<file path="src/hw/rtl/tre_pkg.sv">
// ----------------------------------------------------------------------------
// tre_pkg: shared types and constants of the trajectory RMSE block
// Field widths, word layouts, result status codes and the operation codes
// of the shared divide / square root unit.
// ----------------------------------------------------------------------------
package tre_pkg;

    localparam int POS_W     = 20;
    localparam int DIFF_W    = POS_W + 1;
    localparam int SQ_W      = 2 * POS_W;
    localparam int DSQ_W     = SQ_W + 1;
    localparam int SUM_W     = 59;
    localparam int CNT_W     = 17;
    localparam int OUT_W     = 21;
    localparam int MAX_PAIRS = 65536;

    // Shared divide / square root datapath.
    localparam int DS_W      = 33;
    localparam int RAD_W     = SUM_W + 1;
    localparam int ITER_W    = 6;
    localparam int DIV_ITERS = SUM_W;
    localparam int SQRT_ITERS = RAD_W / 2;

    typedef enum logic [1:0] {
        ST_OK        = 2'd0,
        ST_NO_DATA   = 2'd1,
        ST_SATURATED = 2'd2
    } t_status;

    typedef enum logic {
        OP_DIV  = 1'b0,
        OP_SQRT = 1'b1
    } t_op;

    typedef struct packed {
        logic start;
        t_op  op;
    } t_ds_ctrl;

    typedef struct packed {
        logic signed [POS_W-1:0] est_x;
        logic signed [POS_W-1:0] est_y;
        logic signed [POS_W-1:0] ref_x;
        logic signed [POS_W-1:0] ref_y;
        logic                    est_present;
        logic                    ref_present;
        logic                    last_item;
    } t_in_word;

    typedef struct packed {
        logic [OUT_W-1:0] rmse;
        logic [OUT_W-1:0] end_dist;
        logic [CNT_W-1:0] pair_count;
        t_status          status;
    } t_out_word;

endpackage

</file>
<file path="src/hw/rtl/tre_ifs.sv">
// ----------------------------------------------------------------------------
// tre_ifs: valid / ready channels of the trajectory RMSE block
// One channel carries input words, the other carries result words.
// ----------------------------------------------------------------------------
interface tre_in_if;
    import tre_pkg::*;

    logic     valid;
    logic     ready;
    t_in_word data;

    modport source (output valid, output data, input ready);
    modport sink   (input valid, input data, output ready);
endinterface

interface tre_out_if;
    import tre_pkg::*;

    logic      valid;
    logic      ready;
    t_out_word data;

    modport source (output valid, output data, input ready);
    modport sink   (input valid, input data, output ready);
endinterface

</file>
<file path="src/hw/rtl/tre_sqr.sv">
// ----------------------------------------------------------------------------
// tre_sqr: registered squarer
// Squares one signed coordinate difference per cycle; the product is
// registered and available in the cycle after the operand.
// ----------------------------------------------------------------------------
module tre_sqr (
    input  logic                               i_clk,
    input  logic signed [tre_pkg::DIFF_W-1:0]  i_val,
    output logic        [tre_pkg::SQ_W-1:0]    o_sq
);
    import tre_pkg::*;

    logic signed [2*DIFF_W-1:0] w_prod;
    logic        [SQ_W-1:0]     r_sq;

    assign w_prod = i_val * i_val;

    // The magnitude of a difference stays below 2^POS_W, so the square fits.
    always_ff @(posedge i_clk) begin
        r_sq <= w_prod[SQ_W-1:0];
    end

    assign o_sq = r_sq;

endmodule

</file>
<file path="src/hw/rtl/tre_divsqrt.sv">
// ----------------------------------------------------------------------------
// tre_divsqrt: iterative divide and integer square root
// One shared subtract-and-compare stage produces one quotient bit or one
// root bit per cycle. Division takes one radicand bit per step, the square
// root two.
// ----------------------------------------------------------------------------
module tre_divsqrt (
    input  logic                        i_clk,
    input  logic                        i_rst_n,
    input  tre_pkg::t_ds_ctrl           i_ctrl,
    input  logic [tre_pkg::SUM_W-1:0]   i_arg,
    input  logic [tre_pkg::CNT_W-1:0]   i_div,
    output logic                        o_done,
    output logic [tre_pkg::SUM_W-1:0]   o_res
);
    import tre_pkg::*;

    logic              r_busy;
    logic              r_done;
    t_op               r_op;
    logic [ITER_W-1:0] r_cnt;
    logic [RAD_W-1:0]  r_rad;
    logic [DS_W-1:0]   r_rem;
    logic [SUM_W-1:0]  r_res;
    logic [CNT_W-1:0]  r_div;

    logic [DS_W-1:0]   w_cand;
    logic [DS_W-1:0]   w_sub;
    logic [DS_W:0]     w_diff;
    logic              w_fits;
    logic [DS_W-1:0]   n_rem;

    always_comb begin
        if (r_op == OP_DIV) begin
            w_cand = {r_rem[DS_W-2:0], r_rad[RAD_W-1]};
            w_sub  = {{(DS_W-CNT_W){1'b0}}, r_div};
        end else begin
            w_cand = {r_rem[DS_W-3:0], r_rad[RAD_W-1 -: 2]};
            // Trial value for the root is the partial root followed by 01.
            w_sub  = {1'b0, r_res[DS_W-4:0], 2'b01};
        end
        w_diff = {1'b0, w_cand} - {1'b0, w_sub};
        w_fits = !w_diff[DS_W];
        n_rem  = w_fits ? w_diff[DS_W-1:0] : w_cand;
    end

    always_ff @(posedge i_clk) begin
        if (!i_rst_n) begin
            r_busy <= 1'b0;
            r_done <= 1'b0;
        end else begin
            r_done <= 1'b0;
            if (i_ctrl.start) begin
                r_busy <= 1'b1;
            end else if (r_busy && r_cnt == '0) begin
                r_busy <= 1'b0;
                r_done <= 1'b1;
            end
        end
    end

    always_ff @(posedge i_clk) begin
        if (i_ctrl.start) begin
            r_op  <= i_ctrl.op;
            r_rem <= '0;
            r_res <= '0;
            r_div <= i_div;
            if (i_ctrl.op == OP_DIV) begin
                r_cnt <= ITER_W'(DIV_ITERS - 1);
                r_rad <= {i_arg, 1'b0};
            end else begin
                r_cnt <= ITER_W'(SQRT_ITERS - 1);
                r_rad <= {1'b0, i_arg};
            end
        end else if (r_busy) begin
            r_rem <= n_rem;
            r_res <= {r_res[SUM_W-2:0], w_fits};
            r_cnt <= r_cnt - 1'b1;
            if (r_op == OP_DIV) begin
                r_rad <= {r_rad[RAD_W-2:0], 1'b0};
            end else begin
                r_rad <= {r_rad[RAD_W-3:0], 2'b00};
            end
        end
    end

    assign o_done = r_done;
    assign o_res  = r_res;

endmodule

</file>
<file path="src/hw/rtl/trajectory_rmse_final_error_top.sv">
// ----------------------------------------------------------------------------
// trajectory_rmse_final_error_top: RMSE and final error of a 2D trajectory
// Accumulates squared estimate-to-reference distances, then on the last
// word of a run reports root mean square error and final point distance.
// ----------------------------------------------------------------------------
// A word without a pair passes S_IDLE and S_ACC; with both points it also passes
// S_SQ_X, S_SQ_Y and S_ADD, as the single squarer takes x, then y. A last word
// with both sides seen adds the final distance square, then on the shared subtractor
// a 30-step square root and, if pairs were seen, a 59-step divide and a second
// 30-step root. The result sits in an output register, so the next run can
// start while it waits. Synchronous active-low reset clears run state, output valid.
module trajectory_rmse_final_error_top (
    input  logic       i_clk,
    input  logic       i_rst_n,
    tre_in_if.sink     i_item,
    tre_out_if.source  o_result
);
    import tre_pkg::*;

    typedef enum logic [3:0] {
        S_IDLE,
        S_SQ_X,
        S_SQ_Y,
        S_ADD,
        S_ACC,
        S_FIN_SQRT,
        S_FIN_WAIT,
        S_DIV,
        S_DIV_WAIT,
        S_RMS_SQRT,
        S_RMS_WAIT,
        S_OUT
    } t_state;

    t_state                    r_state, n_state;
    logic                      r_pair, n_pair;
    logic                      r_last, n_last;
    logic                      r_final, n_final;
    logic signed [DIFF_W-1:0]  r_dx, n_dx;
    logic signed [DIFF_W-1:0]  r_dy, n_dy;
    logic [DSQ_W-1:0]          r_dsq, n_dsq;
    logic [SUM_W-1:0]          r_sum, n_sum;
    logic [CNT_W-1:0]          r_pairs, n_pairs;
    logic signed [POS_W-1:0]   r_ex, n_ex, r_ey, n_ey;
    logic signed [POS_W-1:0]   r_rx, n_rx, r_ry, n_ry;
    logic                      r_est_seen, n_est_seen;
    logic                      r_ref_seen, n_ref_seen;
    logic                      r_sat, n_sat;
    logic [OUT_W-1:0]          r_fin, n_fin;
    logic [OUT_W-1:0]          r_rmse, n_rmse;
    t_status                   r_status, n_status;
    logic                      r_out_valid, n_out_valid;
    t_out_word                 r_out, n_out;

    logic signed [DIFF_W-1:0]  w_sqr_in;
    logic [SQ_W-1:0]           w_sq;
    t_ds_ctrl                  w_ds_ctrl;
    logic [SUM_W-1:0]          w_ds_arg;
    logic                      w_ds_done;
    logic [SUM_W-1:0]          w_ds_res;
    logic [SUM_W:0]            w_sum_ext;
    logic                      w_accept;

    assign w_accept     = i_item.valid && i_item.ready;
    assign i_item.ready = (r_state == S_IDLE);
    assign w_sqr_in     = (r_state == S_SQ_X) ? r_dx : r_dy;
    assign w_sum_ext    = {1'b0, r_sum} + {{(SUM_W+1-DSQ_W){1'b0}}, r_dsq};

    tre_sqr u_sqr (
        .i_clk (i_clk),
        .i_val (w_sqr_in),
        .o_sq  (w_sq)
    );

    always_comb begin
        w_ds_ctrl.start = 1'b0;
        w_ds_ctrl.op    = OP_SQRT;
        w_ds_arg        = w_ds_res;
        unique case (r_state)
            S_FIN_SQRT: begin
                w_ds_ctrl.start = 1'b1;
                w_ds_arg        = {{(SUM_W-DSQ_W){1'b0}}, r_dsq};
            end
            S_DIV: begin
                w_ds_ctrl.start = 1'b1;
                w_ds_ctrl.op    = OP_DIV;
                w_ds_arg        = r_sum;
            end
            S_RMS_SQRT: begin
                w_ds_ctrl.start = 1'b1;
            end
            default: begin
            end
        endcase
    end

    tre_divsqrt u_divsqrt (
        .i_clk   (i_clk),
        .i_rst_n (i_rst_n),
        .i_ctrl  (w_ds_ctrl),
        .i_arg   (w_ds_arg),
        .i_div   (r_pairs),
        .o_done  (w_ds_done),
        .o_res   (w_ds_res)
    );

    always_comb begin
        n_state     = r_state;
        n_pair      = r_pair;
        n_last      = r_last;
        n_final     = r_final;
        n_dx        = r_dx;
        n_dy        = r_dy;
        n_dsq       = r_dsq;
        n_sum       = r_sum;
        n_pairs     = r_pairs;
        n_ex        = r_ex;
        n_ey        = r_ey;
        n_rx        = r_rx;
        n_ry        = r_ry;
        n_est_seen  = r_est_seen;
        n_ref_seen  = r_ref_seen;
        n_sat       = r_sat;
        n_fin       = r_fin;
        n_rmse      = r_rmse;
        n_status    = r_status;
        n_out_valid = r_out_valid;
        n_out       = r_out;

        if (o_result.valid && o_result.ready) begin
            n_out_valid = 1'b0;
        end

        unique case (r_state)
            S_IDLE: begin
                if (w_accept) begin
                    n_pair  = i_item.data.est_present && i_item.data.ref_present;
                    n_last  = i_item.data.last_item;
                    n_final = 1'b0;
                    n_dx    = {i_item.data.est_x[POS_W-1], i_item.data.est_x}
                            - {i_item.data.ref_x[POS_W-1], i_item.data.ref_x};
                    n_dy    = {i_item.data.est_y[POS_W-1], i_item.data.est_y}
                            - {i_item.data.ref_y[POS_W-1], i_item.data.ref_y};
                    if (i_item.data.est_present) begin
                        n_ex       = i_item.data.est_x;
                        n_ey       = i_item.data.est_y;
                        n_est_seen = 1'b1;
                    end
                    if (i_item.data.ref_present) begin
                        n_rx       = i_item.data.ref_x;
                        n_ry       = i_item.data.ref_y;
                        n_ref_seen = 1'b1;
                    end
                    n_state = n_pair ? S_SQ_X : S_ACC;
                end
            end
            S_SQ_X: begin
                n_state = S_SQ_Y;
            end
            S_SQ_Y: begin
                n_dsq   = {1'b0, w_sq};
                n_state = S_ADD;
            end
            S_ADD: begin
                n_dsq   = r_dsq + {1'b0, w_sq};
                n_state = r_final ? S_FIN_SQRT : S_ACC;
            end
            S_ACC: begin
                if (r_pair) begin
                    if (r_pairs == CNT_W'(MAX_PAIRS)) begin
                        n_sat = 1'b1;
                    end else begin
                        // A carry into the top bit means the sum passed its ceiling.
                        if (w_sum_ext[SUM_W]) begin
                            n_sum = '1;
                            n_sat = 1'b1;
                        end else begin
                            n_sum = w_sum_ext[SUM_W-1:0];
                        end
                        n_pairs = r_pairs + 1'b1;
                    end
                end
                if (!r_last) begin
                    n_state = S_IDLE;
                end else if (!(r_est_seen && r_ref_seen)) begin
                    n_rmse   = '0;
                    n_fin    = '0;
                    n_status = ST_NO_DATA;
                    n_state  = S_OUT;
                end else begin
                    n_dx    = {r_ex[POS_W-1], r_ex} - {r_rx[POS_W-1], r_rx};
                    n_dy    = {r_ey[POS_W-1], r_ey} - {r_ry[POS_W-1], r_ry};
                    n_final = 1'b1;
                    n_state = S_SQ_X;
                end
            end
            S_FIN_SQRT: begin
                n_state = S_FIN_WAIT;
            end
            S_FIN_WAIT: begin
                if (w_ds_done) begin
                    n_fin = w_ds_res[OUT_W-1:0];
                    if (r_pairs == '0) begin
                        n_rmse   = '0;
                        n_status = ST_NO_DATA;
                        n_state  = S_OUT;
                    end else begin
                        n_state = S_DIV;
                    end
                end
            end
            S_DIV: begin
                n_state = S_DIV_WAIT;
            end
            S_DIV_WAIT: begin
                if (w_ds_done) begin
                    n_state = S_RMS_SQRT;
                end
            end
            S_RMS_SQRT: begin
                n_state = S_RMS_WAIT;
            end
            S_RMS_WAIT: begin
                if (w_ds_done) begin
                    n_rmse   = w_ds_res[OUT_W-1:0];
                    n_status = r_sat ? ST_SATURATED : ST_OK;
                    n_state  = S_OUT;
                end
            end
            S_OUT: begin
                if (!r_out_valid || o_result.ready) begin
                    n_out_valid      = 1'b1;
                    n_out.rmse       = r_rmse;
                    n_out.end_dist   = r_fin;
                    n_out.pair_count = r_pairs;
                    n_out.status     = r_status;
                    // The run is over: start the next one from a clean slate.
                    n_sum      = '0;
                    n_pairs    = '0;
                    n_ex       = '0;
                    n_ey       = '0;
                    n_rx       = '0;
                    n_ry       = '0;
                    n_est_seen = 1'b0;
                    n_ref_seen = 1'b0;
                    n_sat      = 1'b0;
                    n_state    = S_IDLE;
                end
            end
            default: begin
                n_state = S_IDLE;
            end
        endcase
    end

    always_ff @(posedge i_clk) begin
        if (!i_rst_n) begin
            r_state     <= S_IDLE;
            r_sum       <= '0;
            r_pairs     <= '0;
            r_ex        <= '0;
            r_ey        <= '0;
            r_rx        <= '0;
            r_ry        <= '0;
            r_est_seen  <= 1'b0;
            r_ref_seen  <= 1'b0;
            r_sat       <= 1'b0;
            r_out_valid <= 1'b0;
        end else begin
            r_state     <= n_state;
            r_sum       <= n_sum;
            r_pairs     <= n_pairs;
            r_ex        <= n_ex;
            r_ey        <= n_ey;
            r_rx        <= n_rx;
            r_ry        <= n_ry;
            r_est_seen  <= n_est_seen;
            r_ref_seen  <= n_ref_seen;
            r_sat       <= n_sat;
            r_out_valid <= n_out_valid;
        end
    end

    always_ff @(posedge i_clk) begin
        r_pair   <= n_pair;
        r_last   <= n_last;
        r_final  <= n_final;
        r_dx     <= n_dx;
        r_dy     <= n_dy;
        r_dsq    <= n_dsq;
        r_fin    <= n_fin;
        r_rmse   <= n_rmse;
        r_status <= n_status;
        r_out    <= n_out;
    end

    assign o_result.valid = r_out_valid;
    assign o_result.data  = r_out;

    a_pairs_bounded: assert property (@(posedge i_clk) disable iff (!i_rst_n)
        r_pairs <= CNT_W'(MAX_PAIRS))
        else $error("pair count exceeds its limit");

    a_done_in_wait: assert property (@(posedge i_clk) disable iff (!i_rst_n)
        w_ds_done |-> (r_state == S_FIN_WAIT || r_state == S_DIV_WAIT ||
                       r_state == S_RMS_WAIT))
        else $error("divide/sqrt unit finished outside a wait state");

    a_zero_pairs_no_data: assert property (@(posedge i_clk) disable iff (!i_rst_n)
        (r_out_valid && r_out.pair_count == '0) |-> r_out.status == ST_NO_DATA)
        else $error("result without pairs not flagged as no data");

    a_no_data_zero_rmse: assert property (@(posedge i_clk) disable iff (!i_rst_n)
        (r_out_valid && r_out.status == ST_NO_DATA) |-> r_out.rmse == '0)
        else $error("no-data result carries a nonzero rmse");

    a_clear_after_out: assert property (@(posedge i_clk) disable iff (!i_rst_n)
        (r_state == S_OUT && n_state == S_IDLE) |=>
            (r_pairs == '0 && !r_est_seen && !r_ref_seen && !r_sat))
        else $error("run state not cleared after a result");

endmodule

</file>
<file path="src/flat_wrapper.sv">
// flat-port wrapper written by rule: the top's interface ports become plain ports
module trajectory_rmse_final_error_top_flat import tre_pkg::*;
  (i_clk, i_rst_n, i_item_valid, i_item_data, i_item_ready, o_result_valid, o_result_data, o_result_ready);
  tre_in_if i_item_i ();
  tre_out_if o_result_i ();
  input  logic i_clk;
  input  logic i_rst_n;
  input wire logic [$bits(i_item_i.valid)-1:0] i_item_valid;
  input wire logic [$bits(i_item_i.data)-1:0] i_item_data;
  output wire logic [$bits(i_item_i.ready)-1:0] i_item_ready;
  output wire logic [$bits(o_result_i.valid)-1:0] o_result_valid;
  output wire logic [$bits(o_result_i.data)-1:0] o_result_data;
  input wire logic [$bits(o_result_i.ready)-1:0] o_result_ready;
  assign i_item_i.valid = i_item_valid;
  assign i_item_i.data = i_item_data;
  assign i_item_ready = i_item_i.ready;
  assign o_result_valid = o_result_i.valid;
  assign o_result_data = o_result_i.data;
  assign o_result_i.ready = o_result_ready;
  trajectory_rmse_final_error_top u_core (.i_clk(i_clk), .i_rst_n(i_rst_n), .i_item(i_item_i), .o_result(o_result_i));
endmodule
</file>
<file path="config.mk">
export PLATFORM = sky130hd
export DESIGN_NAME = trajectory_rmse_final_error_top_flat
export DESIGN_NICKNAME = d
export VERILOG_FILES = /design/src/hw/rtl/tre_pkg.sv /design/src/hw/rtl/tre_ifs.sv /design/src/hw/rtl/tre_sqr.sv /design/src/hw/rtl/tre_divsqrt.sv /design/src/hw/rtl/trajectory_rmse_final_error_top.sv /design/src/flat_wrapper.sv
export SDC_FILE = /design/constraint.sdc
export NUM_CORES = 2
export LEC_CHECK = 0
export BUFFER_PORTS_ARGS = -buffer_cell sky130_fd_sc_hd__buf_2
export CORE_ASPECT_RATIO = 0.7
export CORE_MARGIN = 3
export CORE_UTILIZATION = 55
export CTS_CLUSTER_SIZE = 30
export DETAILED_ROUTE_END_ITERATION = 10
export MAX_ROUTING_LAYER = met4
export PLACE_DENSITY = 0.74
export SLEW_MARGIN = 20
export SYNTH_ARGS = -nofsm -noshare
export SYNTH_HDL_FRONTEND = slang
export SYNTH_SLANG_ARGS = --single-unit
</file>
<file path="constraint.sdc">
create_clock -name i_clk -period 9.55 [get_ports i_clk]
set_input_delay 1.91 -clock i_clk [delete_from_list [all_inputs] [get_ports i_clk]]
set_output_delay 1.91 -clock i_clk [all_outputs]
set_load 0.1 [all_outputs]
</file>
# After elaboration in Yosys (flattened, before gate mapping)
# Cells that the tools add are included.
# word_totals
regBits	572
output_inout_bits	63
word_cells	192
# classes
add_sub_neg	9
multipliers	1
eq_ne	26
n_mux	91
bitwise	1
reduce_logical	31
# op_table
operator	count
21-bit 2-to-1 mux	12
60-bit 2-to-1 mux	4
59-bit 2-to-1 mux	4
59-bit case mux with 2 select lines	2
20-bit 2-to-1 mux	9
20-bit case mux with 2 select lines	4
21-bit case mux with 2 select lines	3
20-bit by 20-bit subtractor with 21-bit output	4
41-bit case mux with 2 select lines	1
32-bit 2-to-1 mux	2
21-bit case mux with 3 select lines	1
59-bit by 41-bit adder with 60-bit output	1
17-bit 2-to-1 mux	3
4-bit case mux with 12 select lines	1
41-bit by 40-bit adder with 41-bit output	1
21-bit by 21-bit multiplier with 40-bit output	1
17-bit case mux with 2 select lines	1
33-bit by 32-bit subtractor with 34-bit output	1
33-bit 2-to-1 mux	1
4-bit 2-to-1 mux	8
4-bit AND reduction	6
1-bit 2-to-1 mux	20
6-bit 2-to-1 mux	3
17-bit by 1-bit adder with 17-bit output, second input constant	1
other kinds (27)	65

# Logic depth before layout (Yosys ltp)
# logic_depth
ltp_word	5
mapped_depth	34

# Modules after synthesis
# Synthesis repeated with hierarchy kept, for this count alone.
# hier_totals
cells_unflattened	5193
area_unflattened_um2	48029.8
# modules_own_cells
mod	instances	cells_per_inst	area_per_inst_um2
trajectory_rmse_final_error_top	1	2541	22574.2
tre_sqr	1	1593	15025.7
tre_divsqrt	1	1059	10430.0

# Worst setup path before layout
# Ideal clock, no wire load.
# synth_path
path_kind	register to register
start	reg u_core.r_state[3]
end	reg u_core.u_sqr.r_sq[39], in the netlist u_core.u_sqr.o_sq[39]
setup_ns	0.121
arrival_time_ns	7.964
required_ns	9.429
slack_ns	1.465
path_stages_with_launch	30
period_less_slack_ns	8.085
path_cell_list	dfxtp_1 clkbuf_1 nor4_2 buf_2 mux2i_1 clkbuf_1 nor2_1 fa_1 inv_1 fa_1 inv_1 fa_1 fa_1 fa_1 fa_1 inv_1 fa_1 inv_1 ha_1 clkbuf_2 nand4_1 o211ai_1 a2111oi_2 o31ai_2 a311oi_2 o31ai_2 a31oi_2 o2111ai_1 a21oi_1 xnor2_1
# synth_via
elab_chain_len	3
# synth_rtl
item	line	rtl
from (decl)	trajectory_rmse_final_error_top.sv:35	t_state r_state, n_state;
from (signal assigned)	trajectory_rmse_final_error_top.sv:270	r_state <= n_state;
4-bit by 1-bit equality test with 1-bit output	trajectory_rmse_final_error_top.sv:66	assign w_sqr_in = (r_state == S_SQ_X) ? r_dx : r_dy;
21-bit 2-to-1 mux	trajectory_rmse_final_error_top.sv:66	
21-bit by 21-bit multiplier with 40-bit output	tre_sqr.sv:16	assign w_prod = i_val * i_val;
net u_core.u_sqr.w_prod[39]	tre_sqr.sv:13	logic signed [2*DIFF_W-1:0] w_prod;
to (signal assigned)	tre_sqr.sv:20	r_sq <= w_prod[SQ_W-1:0];
to (decl)	tre_sqr.sv:14	logic [SQ_W-1:0] r_sq;
# The timed path passes the listed nets, and every way through them passes these cells.
# A chain may end at the register's enable or synchronous reset.

# Worst setup path after layout
# layout_path
start	reg u_core.r_state[0]
end	reg u_core.u_sqr.r_sq[38], in the netlist u_core.u_sqr.o_sq[38]
# The elaborated chain is that of the path after synthesis.

==> impl_metrics.csv <==
group,metric,value,unit
status,run_status,"finished clean",
grt,use_met1,0.429,
detailed_routing,remaining_design_rule_violation_count,0,
worst_setup_path,worst-endpoint-arrival,9.43,ns
cts,cts_buffers,56,
sta,fin_max_slew_vios,0,
sta,finalHoldWorstSlack,0.383,ns
synthesis,syn-num-nets,5848,
cts,htree_levels,2,
cts,clock_latency,0.67,ns
grt,grt_start_max_net_pins,127,
synthesis,ffs_latches_synth,571,
grt,total_routing_usage_reported_by_global_routing,0.286,
worst_setup_path,critPathLaunch,"u_core.r_state[0]",
detailed_routing,route.antenna.remaining_nets,0,
synthesis,synth_largest_area_cell,"sky130_fd_sc_hd__edfxtp_1",
finish,post_route_cells_drive_above_1_share,0.0781,
min_path,hp-start,"u_core.r_fin[7]",
cts,clock_tree.root_cell,"sky130_fd_sc_hd__clkbuf_16",
run,cap_violations,0,
floorplan,placement_rows,89,
detailed_routing,detailroute.via_count,36600,
cts,clk_pin_slew,0.07,ns
synthesis,area_contributors_post_synth,"sky130_fd_sc_hd__edfxtp_1 (18%), sky130_fd_sc_hd__fa_1 (17%), sky130_fd_sc_hd__dfxtp_1 (13%)",
sta,tightest_pin_transition,1.02,ns
sta,fin_skew,0.0510,ns
sta,final_hold_fails,0,
placement,buffer_ports.inserted,149,
min_path,min-delay-path-class,"reg -> reg",
synthesis,synth_top_cell_area_share,0.175,
worst_setup_path,r2r_start,"u_core.r_state[0]",
sta,clock.fmax,113,MHz
sta,unrepaired_setup_endpoints_after_global_routing,"false",
synthesis,ys_top_cells_by_count,"sky130_fd_sc_hd__inv_1 (664), sky130_fd_sc_hd__nand2_1 (429), sky130_fd_sc_hd__fa_1 (405)",
sta,tns,0,ns
sta,timing.final.crit_period,8.85,ns
worst_setup_path,critPathKind,"reg -> reg",
detailed_routing,wirelength,124000,um
detailed_routing,avgViaCountPerCell,5.84,
grt,grt_remaining_overflow,0,
sta,layout_worst_path_cycle_share,0.927,
grt,grt_pass1_vias,35800,
synthesis,yosysWarnings,0,
finish,syn2layout_area_growth,7.98,%
synthesis,async_flop_share,0,
placement,detailedPlacementHpwl,94700,um
synthesis,postSynth.topFlopCell,"sky130_fd_sc_hd__dfxtp_1",
cts,tritoncts,"built",
floorplan,dieArea,89300,um2
worst_setup_path,path_max_fanout,23,
detailed_routing,drt_first_iter_violations,3293,
cts,post_cts_hold_buffer_count,0,
floorplan,floorplan.initialDensity,0.557,
floorplan,die_x,356,um
sta,timing.final.setup_violations,0,
placement,globalplace.congestion,0.980,
worst_setup_path,timing.critical_path.required,10.13,ns
synthesis,syn_avg_cell_area,9.35,um2
synthesis,portion_of_the_post_synthesis_area_used_by_sequential_elements,0.301,
floorplan,core_area,84600,um2
synthesis,synth_enable_flop_cells,275,
detailed_routing,avgRoutedWirePerCell,19.8,um
grt,globalRoute.busiestLayer,"met1",
synthesis,syn_inst_count,5043,
finish,final_net_count,5878,
synthesis,yosysUniqueCellTypes,96,
synthesis,synthesis.area,47200,um2
floorplan,die_y,251,um
cts,cts_setup_buffers,0,
grt,met3_usage,0.0573,
grt,number_of_antenna_violations_at_the_first_check_in_global_routing,2,
floorplan,boundaryPins,150,
worst_setup_path,critical_path_startpoint_category,"register",
synthesis,most_common_cell_in_the_netlist,"sky130_fd_sc_hd__inv_1",
cts,cts.repair.resized,0,
cts,max-clock-path-buffers,3,
worst_setup_path,worst_setup_end_kind,"register",
detailed_routing,detail_route.first_pass.iterations,6,
sta,slew_headroom,0.321,
grt,grt_first_pass_wirelength,200000,um
grt,grt_util_met2,0.398,
cts,clkSinkCount,571,
## layout by cell type, fill, tap and decap left out, types with 85 or more instances in the layout
cell type	instances
sky130_fd_sc_hd__nand2_1	427
sky130_fd_sc_hd__a21oi_1	328
sky130_fd_sc_hd__ha_1	313
sky130_fd_sc_hd__xnor2_1	139
sky130_fd_sc_hd__inv_1	662
sky130_fd_sc_hd__xor2_1	85
sky130_fd_sc_hd__dfxtp_1	294
sky130_fd_sc_hd__o21ai_0	192
sky130_fd_sc_hd__nand3_1	153
sky130_fd_sc_hd__a21boi_0	92
sky130_fd_sc_hd__mux2i_1	211
sky130_fd_sc_hd__edfxtp_1	275
sky130_fd_sc_hd__buf_2	149
sky130_fd_sc_hd__nor2_1	362
sky130_fd_sc_hd__a21o_1	98
sky130_fd_sc_hd__fa_1	405
## registers in the layout, summed over array words and instances (netlist names), 2 cells and up
register / count
u_core.u_divsqrt.o_res: 59
u_core.o_result.data: 61
u_core.r_pairs: 17
u_core.r_rx: 20
u_core.r_ry: 20
u_core.r_ex: 20
u_core.u_divsqrt.r_rem: 32
u_core.r_status: 2
u_core.u_divsqrt.r_cnt: 6
u_core.r_dy: 21
u_core.r_dx: 21
u_core.r_sum: 59
u_core.u_divsqrt.r_rad: 60
u_core.r_dsq: 41
u_core.u_divsqrt.r_div: 17
u_core.r_state: 4
u_core.r_fin: 21
u_core.r_ey: 20
u_core.r_rmse: 21
u_core.u_sqr.o_sq: 39
## final timing paths
check	end	slack (ns)	cells past startpoint
setup / recovery	u_core.u_sqr.o_sq[38]	0.70	26
hold / removal	u_core.o_result.data[26]	0.38	0
setup reg to reg	u_core.u_sqr.o_sq[38]	0.70	26
hold reg to reg	u_core.o_result.data[26]	0.38	0
## critical path, stage by stage (launching register included)
cell and delay (ns):
sky130_fd_sc_hd__dfxtp_1 0.31, sky130_fd_sc_hd__buf_4 0.19, sky130_fd_sc_hd__inv_1 0.13, sky130_fd_sc_hd__nor4_4 0.25, sky130_fd_sc_hd__buf_4 0.38, sky130_fd_sc_hd__mux2_2 0.54, sky130_fd_sc_hd__inv_1 0.48, sky130_fd_sc_hd__nor2_1 0.16
sky130_fd_sc_hd__fa_1 0.79, sky130_fd_sc_hd__fa_1 0.51, sky130_fd_sc_hd__fa_1 0.57, sky130_fd_sc_hd__fa_1 0.45, sky130_fd_sc_hd__fa_1 0.50, sky130_fd_sc_hd__fa_1 0.50, sky130_fd_sc_hd__inv_1 0.14, sky130_fd_sc_hd__fa_1 0.57
sky130_fd_sc_hd__inv_1 0.05, sky130_fd_sc_hd__ha_1 0.38, sky130_fd_sc_hd__and3_1 0.27, sky130_fd_sc_hd__o2111ai_1 0.17, sky130_fd_sc_hd__nand4bb_1 0.24, sky130_fd_sc_hd__and3_1 0.23, sky130_fd_sc_hd__o211ai_1 0.24, sky130_fd_sc_hd__o21a_1 0.22
sky130_fd_sc_hd__a41oi_1 0.14, sky130_fd_sc_hd__a21oi_1 0.19, sky130_fd_sc_hd__xor2_1 0.16
## cells by family after synthesis
family / synth area share
simple gates: 0.124
compound gates: 0.151
buf+inv: 0.0720
fa+ha+maj: 0.255
flops: 0.301
mux: 0.0553
xor+xnor: 0.0416
## area by class of cell
| class | count | area (um2) |
|---|---|---|
| diodes | 1 | 2.50 |
| clock buffers | 68 | 1530 |
| clock inverters | 38 | 479 |
| fillers | 7188 | 33700 |
| inverters | 672 | 2520 |
| multi-input cells | 3579 | 29700 |
| flip-flops and latches | 571 | 14200 |
| well taps | 1137 | 1420 |
| repair buffers | 193 | 1110 |
## through the flow
step	util	instances	worst slack (ns)	cell area, um2
finish	0.602	6259	0.698	50900
CTS	0.601	6257	0.815	50900
floorplan	-	5043	1.46	47200
detailed placement	0.577	6151	0.808	48900
global placement	0.577	6151	0.986	48900
global route	0.602	6258	0.357	50900
## metal layers
metal | up-vias | share of wire
met5 | - | 0
met4 | 0 | 0.023
met3 | 202 | 0.085
met2 | 1328 | 0.41
met1 | 17800 | 0.48
li1 | 17300 | -
Power is not shown: default switching activity piles up to over one toggle a cycle in this logic, so the estimate is an artifact.
